**src/sv/calclk_pkg.sv**
```systemverilog
package calclk_pkg;

  typedef enum logic [0:0] {
    KIND_TICK = 1'b0,
    KIND_SET  = 1'b1
  } kind_e;

  typedef struct packed {
    kind_e       kind;
    logic [5:0]  set_second;
    logic [5:0]  set_minute;
    logic [4:0]  set_hour;
    logic [4:0]  set_day;
    logic [3:0]  set_month;
    logic [13:0] set_year;
  } in_t;

  typedef struct packed {
    logic [5:0]  now_second;
    logic [5:0]  now_minute;
    logic [4:0]  now_hour;
    logic [4:0]  now_day;
    logic [3:0]  now_month;
    logic [13:0] now_year;
    logic        leap_flag;
  } out_t;

  localparam logic [5:0]  SecondMax = 6'd59;
  localparam logic [5:0]  MinuteMax = 6'd59;
  localparam logic [4:0]  HourMax   = 5'd23;
  localparam logic [3:0]  MonthMax  = 4'd12;
  localparam logic [13:0] YearWrap  = 14'd9999;
  localparam logic [13:0] YearLast  = 14'd9998;
  localparam logic [13:0] YearReset = 14'd2000;

  // 25 * Inv25 == 1 mod 2**14; y is a multiple of 25 iff y * Inv25 (mod 2**14) <= Div25Lim
  localparam logic [13:0] Inv25    = 14'd7209;
  localparam logic [13:0] Div25Lim = 14'd655;

  function automatic logic is_leap(input logic [13:0] y);
    logic [27:0] prod;
    logic        div25;
    prod  = 28'(y) * 28'(Inv25);
    div25 = (prod[13:0] <= Div25Lim);
    // leap: divisible by 4, and either not by 100 or also by 400
    return (y[1:0] == 2'd0) && (!div25 || (y[3:0] == 4'd0));
  endfunction

  function automatic logic [4:0] month_len(input logic [3:0] m, input logic leap);
    logic [4:0] len;
    unique case (m) inside
      4'd2:                   len = leap ? 5'd29 : 5'd28;
      4'd4, 4'd6, 4'd9, 4'd11: len = 5'd30;
      default:                len = 5'd31;
    endcase
    return len;
  endfunction

  function automatic logic [13:0] year_inc(input logic [13:0] y);
    return (y >= YearLast) ? 14'd0 : y + 14'd1;
  endfunction

endpackage

```
**src/sv/calendar_clock_counter_core.sv**
```systemverilog
// From input transfer to result an item passes the input register, then the time/date register.
// Throughput: one item per cycle; the carry chain and the leap test fit between the two
// registers, so a new item may enter every cycle while the output is not stalled.
// Reset: time clears to 00:00:00, date to 2000-01-01; both stages empty.
// Every item yields one result holding the time after the item and the leap flag.
module calendar_clock_counter_core (
  input  logic              clk_i,
  input  logic              rst_ni,
  input  logic              in_valid_i,
  output logic              in_stall_o,
  input  calclk_pkg::in_t   in_data_i,
  output logic              out_valid_o,
  input  logic              out_stall_i,
  output calclk_pkg::out_t  out_data_o
);

  logic             in_valid_q, in_valid_d;
  calclk_pkg::in_t  in_q;
  logic             out_valid_q, out_valid_d;
  logic [5:0]       sec_q, sec_d;
  logic [5:0]       min_q, min_d;
  logic [4:0]       hour_q, hour_d;
  logic [4:0]       day_q, day_d;
  logic [3:0]       month_q, month_d;
  logic [13:0]      year_q, year_d;

  logic in_acc;
  logic adv;

  assign adv        = in_valid_q && (!out_valid_q || !out_stall_i);
  assign in_stall_o = in_valid_q && !adv;
  assign in_acc     = in_valid_i && !in_stall_o;

  always_comb begin
    in_valid_d = in_valid_q;
    if (in_acc) begin
      in_valid_d = 1'b1;
    end else if (adv) begin
      in_valid_d = 1'b0;
    end
    out_valid_d = out_valid_q;
    if (adv) begin
      out_valid_d = 1'b1;
    end else if (out_valid_q && !out_stall_i) begin
      out_valid_d = 1'b0;
    end
  end

  // next time and date from the held item
  always_comb begin
    logic [6:0]  s;
    logic [6:0]  mi;
    logic [5:0]  h;
    logic [4:0]  d;
    logic [3:0]  m;
    logic [13:0] y;
    logic [13:0] y0;
    logic        lp;
    logic [4:0]  len;
    logic        day_inc;
    if (in_q.kind == calclk_pkg::KIND_SET) begin
      y0 = (in_q.set_year >= calclk_pkg::YearWrap) ? 14'd0 : in_q.set_year;
      if (in_q.set_month == 4'd0) begin
        m = 4'd1;
        y = y0;
      end else if (in_q.set_month > calclk_pkg::MonthMax) begin
        m = 4'd1;
        y = calclk_pkg::year_inc(y0);
      end else begin
        m = in_q.set_month;
        y = y0;
      end
      d  = (in_q.set_day == 5'd0) ? 5'd1 : in_q.set_day;
      s  = {1'b0, in_q.set_second};
      mi = {1'b0, in_q.set_minute};
      h  = {1'b0, in_q.set_hour};
    end else begin
      y0 = year_q;
      y  = year_q;
      m  = month_q;
      d  = day_q;
      s  = {1'b0, sec_q} + 7'd1;
      mi = {1'b0, min_q};
      h  = {1'b0, hour_q};
    end
    lp  = calclk_pkg::is_leap(y);
    len = calclk_pkg::month_len(m, lp);
    // a set day past the month end rolls into the next month; December never overflows
    if (d > len) begin
      d = 5'd1;
      m = m + 4'd1;
    end
    if (s > {1'b0, calclk_pkg::SecondMax}) begin
      s  = 7'd0;
      mi = mi + 7'd1;
    end
    if (mi > {1'b0, calclk_pkg::MinuteMax}) begin
      mi = 7'd0;
      h  = h + 6'd1;
    end
    day_inc = (h > {1'b0, calclk_pkg::HourMax});
    if (day_inc) begin
      h = 6'd0;
      if (d >= len) begin
        d = 5'd1;
        if (m >= calclk_pkg::MonthMax) begin
          m = 4'd1;
          y = calclk_pkg::year_inc(y);
        end else begin
          m = m + 4'd1;
        end
      end else begin
        d = d + 5'd1;
      end
    end
    sec_d   = s[5:0];
    min_d   = mi[5:0];
    hour_d  = h[4:0];
    day_d   = d;
    month_d = m;
    year_d  = y;
  end

  always_ff @(posedge clk_i or negedge rst_ni) begin
    if (!rst_ni) begin
      in_valid_q  <= 1'b0;
      out_valid_q <= 1'b0;
      sec_q       <= 6'd0;
      min_q       <= 6'd0;
      hour_q      <= 5'd0;
      day_q       <= 5'd1;
      month_q     <= 4'd1;
      year_q      <= calclk_pkg::YearReset;
    end else begin
      in_valid_q  <= in_valid_d;
      out_valid_q <= out_valid_d;
      if (adv) begin
        sec_q   <= sec_d;
        min_q   <= min_d;
        hour_q  <= hour_d;
        day_q   <= day_d;
        month_q <= month_d;
        year_q  <= year_d;
      end
    end
  end

  always_ff @(posedge clk_i) begin
    if (in_acc) begin
      in_q <= in_data_i;
    end
  end

  assign out_valid_o           = out_valid_q;
  assign out_data_o.now_second = sec_q;
  assign out_data_o.now_minute = min_q;
  assign out_data_o.now_hour   = hour_q;
  assign out_data_o.now_day    = day_q;
  assign out_data_o.now_month  = month_q;
  assign out_data_o.now_year   = year_q;
  assign out_data_o.leap_flag  = calclk_pkg::is_leap(year_q);

  // stored time and date always stay in range
  assert property (@(posedge clk_i) disable iff (!rst_ni)
    sec_q <= calclk_pkg::SecondMax && min_q <= calclk_pkg::MinuteMax &&
    hour_q <= calclk_pkg::HourMax && year_q < calclk_pkg::YearWrap)
    else $error("time or year out of range");

  assert property (@(posedge clk_i) disable iff (!rst_ni)
    day_q >= 5'd1 && month_q >= 4'd1 && month_q <= calclk_pkg::MonthMax &&
    day_q <= calclk_pkg::month_len(month_q, calclk_pkg::is_leap(year_q)))
    else $error("date out of range");

  // state moves only when an item passes into the result stage
  assert property (@(posedge clk_i) disable iff (!rst_ni)
    !adv |=> $stable(sec_q) && $stable(min_q) && $stable(hour_q) &&
             $stable(day_q) && $stable(month_q) && $stable(year_q))
    else $error("state changed without a transfer");

  // a tick below the minute boundary only advances the second
  assert property (@(posedge clk_i) disable iff (!rst_ni)
    adv && in_q.kind == calclk_pkg::KIND_TICK && sec_q != calclk_pkg::SecondMax
    |=> sec_q == $past(sec_q) + 6'd1 && $stable(min_q))
    else $error("tick did not advance the second");

endmodule
```
**config.mk**
```make
export PLATFORM = sky130hd
export DESIGN_NAME = calendar_clock_counter_core
export DESIGN_NICKNAME = d
export VERILOG_FILES = /design/src/sv/calclk_pkg.sv /design/src/sv/calendar_clock_counter_core.sv
export SDC_FILE = /design/constraint.sdc
export NUM_CORES = 1
export LEC_CHECK = 0
export BUFFER_PORTS_ARGS = -buffer_cell sky130_fd_sc_hd__buf_2
export CORE_AREA = 2 2 128 130
export CTS_CLUSTER_DIAMETER = 40
export DETAILED_ROUTE_END_ITERATION = 8
export DIE_AREA = 0 0 130 132
export PLACE_DENSITY = 0.75
export SLEW_MARGIN = 20
export SYNTH_ARGS = -nofsm -noshare
export SYNTH_HDL_FRONTEND = slang
export SYNTH_SLANG_ARGS = --single-unit
```
**constraint.sdc**
```tcl
create_clock -name clk_i -period 17.4 [get_ports clk_i]
set_input_delay 2.61 -clock clk_i [delete_from_list [all_inputs] [get_ports clk_i]]
set_output_delay 2.61 -clock clk_i [all_outputs]
set_load 0.02 [all_outputs]
```
==> results.ini <==
[outcome]
status=finished, final reports clean

[clock_tree]
post-cts-setup-buffer-count=0
clk_root_buffer_cell=clkbuf_16
worstSkewPairLatency_ps=350
postCtsResizedCells=0
cts_hold_buf=0
clock_tree_from_tritoncts=built
clkSinkCount=83
clock_tree.buffer_depth=2
cts.clk_slew.worst_paths_ps=70
number_of_buffers_inserted_during_clock_tree_synthesis=9
h_tree_levels=3

[timing]
final_hold_viol_count=0
max_slew.worst_pin.slew_ps=964
finalClockSkew_ps=7.30
rsz0062_at_grt=no
relSlewSlack_pct=35.7
setup_tns_ps=0
finalCriticalPeriod_ps=9530
max_freq_mhz=105
finalSetupViolations=0
slew_viol_final=0
post-route-period-util_pct=54.7

[grt]
globalRoute.busiestLayer=met2
grtUsageMet2_pct=32.9
grt.overflow.total=0
met3_global_route_usage_pct=3.13
number_of_antenna_violations_at_the_first_check_in_global_routing=0
first_global_vias=6027
global_route.usage.total_pct=21.5
grt.met1_usage_pct=31.2
pin_count_of_the_biggest_net_entering_global_routing=72
grt_pass1_wl_um=29700

[die]
ioPinCount=88
fp.coreArea_um2=15700
num_rows=46
design.die.area_um2=17200
initial_core_util_pct=49.2
floorplan.die.height_um=132
chipWidth_um=130

[setup_path]
timing.critical_path.fanout_max=12
crit_slowest_cell=fa_1
path_class=register to register
path_common_cell=xnor2_1
crit_arrival_ps=9770
delay_of_the_slowest_critical_path_stage_ps=520
timing.critical_path.max_delay_family=simple AND/OR/NAND/NOR gates
end_kind=register
cp-start-kind=register
critical_path_buf_inv_count=3
timing.critical_path.required_ps=17640

[placement]
io_buffer_count=87
place.gp.congestion=0.913
detailedPlacementHpwl_um=13200

[route]
drc=0
detail_route.iter0.violations=459
detail_route.first_pass.iterations=5
route.final.wire_length_um=17500
detail-route-antenna-nets=0
detail_route.vias_per_cell=5.64
total_via_count_after_detailed_routing=6329
routed_wl_per_cell_um=15.6

[power]
power_mw=1.17
static-leakage-power_nw=3.91
part_of_the_total_power_dissipated_in_combinational_logic_pct=60.1
cellPowerDensity_nw_per_um2=135
share_clk_of_total_power_pct=15.8
p_int_mw=0.655
seq_power_share_pct=24.0
p_sw_mw=0.513
switching_share_pct=43.9
ir_worst_vdd_v=0.0000904

[logic_synthesis]
post_synth_edffs=41
synthTopCellsByArea=edfxtp_1 16%, ha_1 15%, dfrtp_1 11%, fa_1 5.7%, xnor2_1 5.1%
synth_seq_cells=83
synth.lib_cells_used.distinct=87
netlist_area_before_placement_um2=7730
yosys_warnings=0
synthCells=826
synth-async-reset-ratio_pct=50.6
synth_largest_area_cell=edfxtp_1
ys.flop_type=edfxtp_1
synthesis.nets=986
yosysSeqAreaShare_pct=29.7
synth.avg_cell_area_um2=9.35
synth_top_area_share_pct=15.9

[layout]
num-nets-final=1062
multiInputGateArea_um2=4970
num_antenna_cells=0
fillCellCount=1405
regArea_um2=2290
layout-drive-gt1-share_pct=17.5
areaGrowthSynthToFinish_pct=11.6

[flow_run]
maxCapViolations=0

[min_path]
worst_hold_path_type=register to register

cells in the final DEF, fill, tap and decap left out, types with 10 or more instances in the layout:
cell / n
and2_1: 14
edfxtp_1: 41
nand4_1: 12
a31oi_1: 21
dfrtp_1: 34
nor2b_1: 15
ha_1: 93
nand2_1: 62
mux2_2: 11
nor2_1: 55
o21ai_0: 32
buf_2: 86
a21oi_1: 35
o31ai_1: 19
mux2i_1: 10
nand3_1: 25
nand2b_1: 14
xnor2_1: 45
fa_1: 22
inv_1: 89
cells by family after synthesis:
kind of cell               synth area share [%]
buffers and inverters                      6.04
xor gates and xnor gates                   6.33
AOI/OAI and AO/OA                          17.2
muxes                                      3.19
adders and majority gates                  20.8
and+or+nand+nor                            16.8
DFF                                        29.7
worst min-delay path, delay by kind of cell, from the launching register on:
kind | cells | cell delay [ps]
and+or+nand+nor | 1 | 40
DFF | 1 | 370
AOI/OAI and AO/OA | 1 | 80
final timing paths:
check | from | endpoint | slack [ps] | cells after the start
setup reg to reg | in_q[6] | year_q[11] | 7870 | 39
hold / removal | day_q[0] | day_q[0] | 500 | 2
max in group asynchronous | rst_ni | in_valid_q | 14740 | 1
min in group asynchronous | rst_ni | hour_q[0] | 2250 | 1
setup / recovery | in_q[6] | year_q[11] | 7870 | 39
hold reg to reg | day_q[0] | day_q[0] | 500 | 2
layer usage:
layer	up-vias	share of wire, %
met2	221	44
li1	3122	-
met1	2969	47
met4	0	1.7
met5	-	0
met3	17	7.3
final cells by class:
| class | count | share of cell area, % |
|---|---|---|
| repair buffers | 91 | 5.43 |
| flip-flops and latches | 83 | 26.6 |
| clock inverters | 6 | 0.580 |
| clock buffers | 10 | 2.77 |
| multi-input cells | 627 | 57.6 |
| inverters | 90 | 3.92 |
| well taps | 216 | 3.13 |
stage by stage:
stage / area (um2) / hold WS, ps / cells / util (%) / worst slack [ps]
CTS: 8620 / 495 / 1123 / 54.9 / 7930
global placement: 8330 / 483 / 1107 / 53.0 / 8180
global route: 8630 / 532 / 1123 / 54.9 / 7100
finish: 8630 / 496 / 1123 / 54.9 / 7870
floorplan: 7730 / 470 / 826 / - / 8640
detailed placement: 8330 / 483 / 1107 / 53.0 / 7960
sequential cells by signal (all words and copies together) (netlist names):
name         count
out_valid_o      1
hour_q           5
in_q            41
in_valid_q       1
min_q            6
month_q          4
day_q            5
sec_q            6
year_q          14
Yosys cell counts, drive strengths merged (5+ instances only):
cell type and count:
ha 93, inv 90, nand2 62, nor2 59
xnor2 46, edfxtp 41, o21ai 37, a21oi 36
dfrtp 34, nand3 26, a31oi 24, fa 22
o31ai 20, and2 16, nor2b 15, nand2b 14
buf 13, clkbuf 13, nand4 12, mux2 11
mux2i 11, nor4 10, a21o 9, xor2 9
and3 8, dfstp 8, o211ai 8, nor3 6
a22o 5, a31o 5
power groups by stage:
stage / registers, mW / clock network, mW / logic (mW)
final: 0.281 / 0.185 / 0.702
after detailed placement: 0.284 / 0 / 0.705
after CTS: 0.280 / 0.187 / 0.710
after floorplan: 0.298 / 0 / 0.536
after global routing: 0.286 / 0.196 / 0.808
after global placement: 0.283 / 0 / 0.689
(Power assumes the default switching activity.)
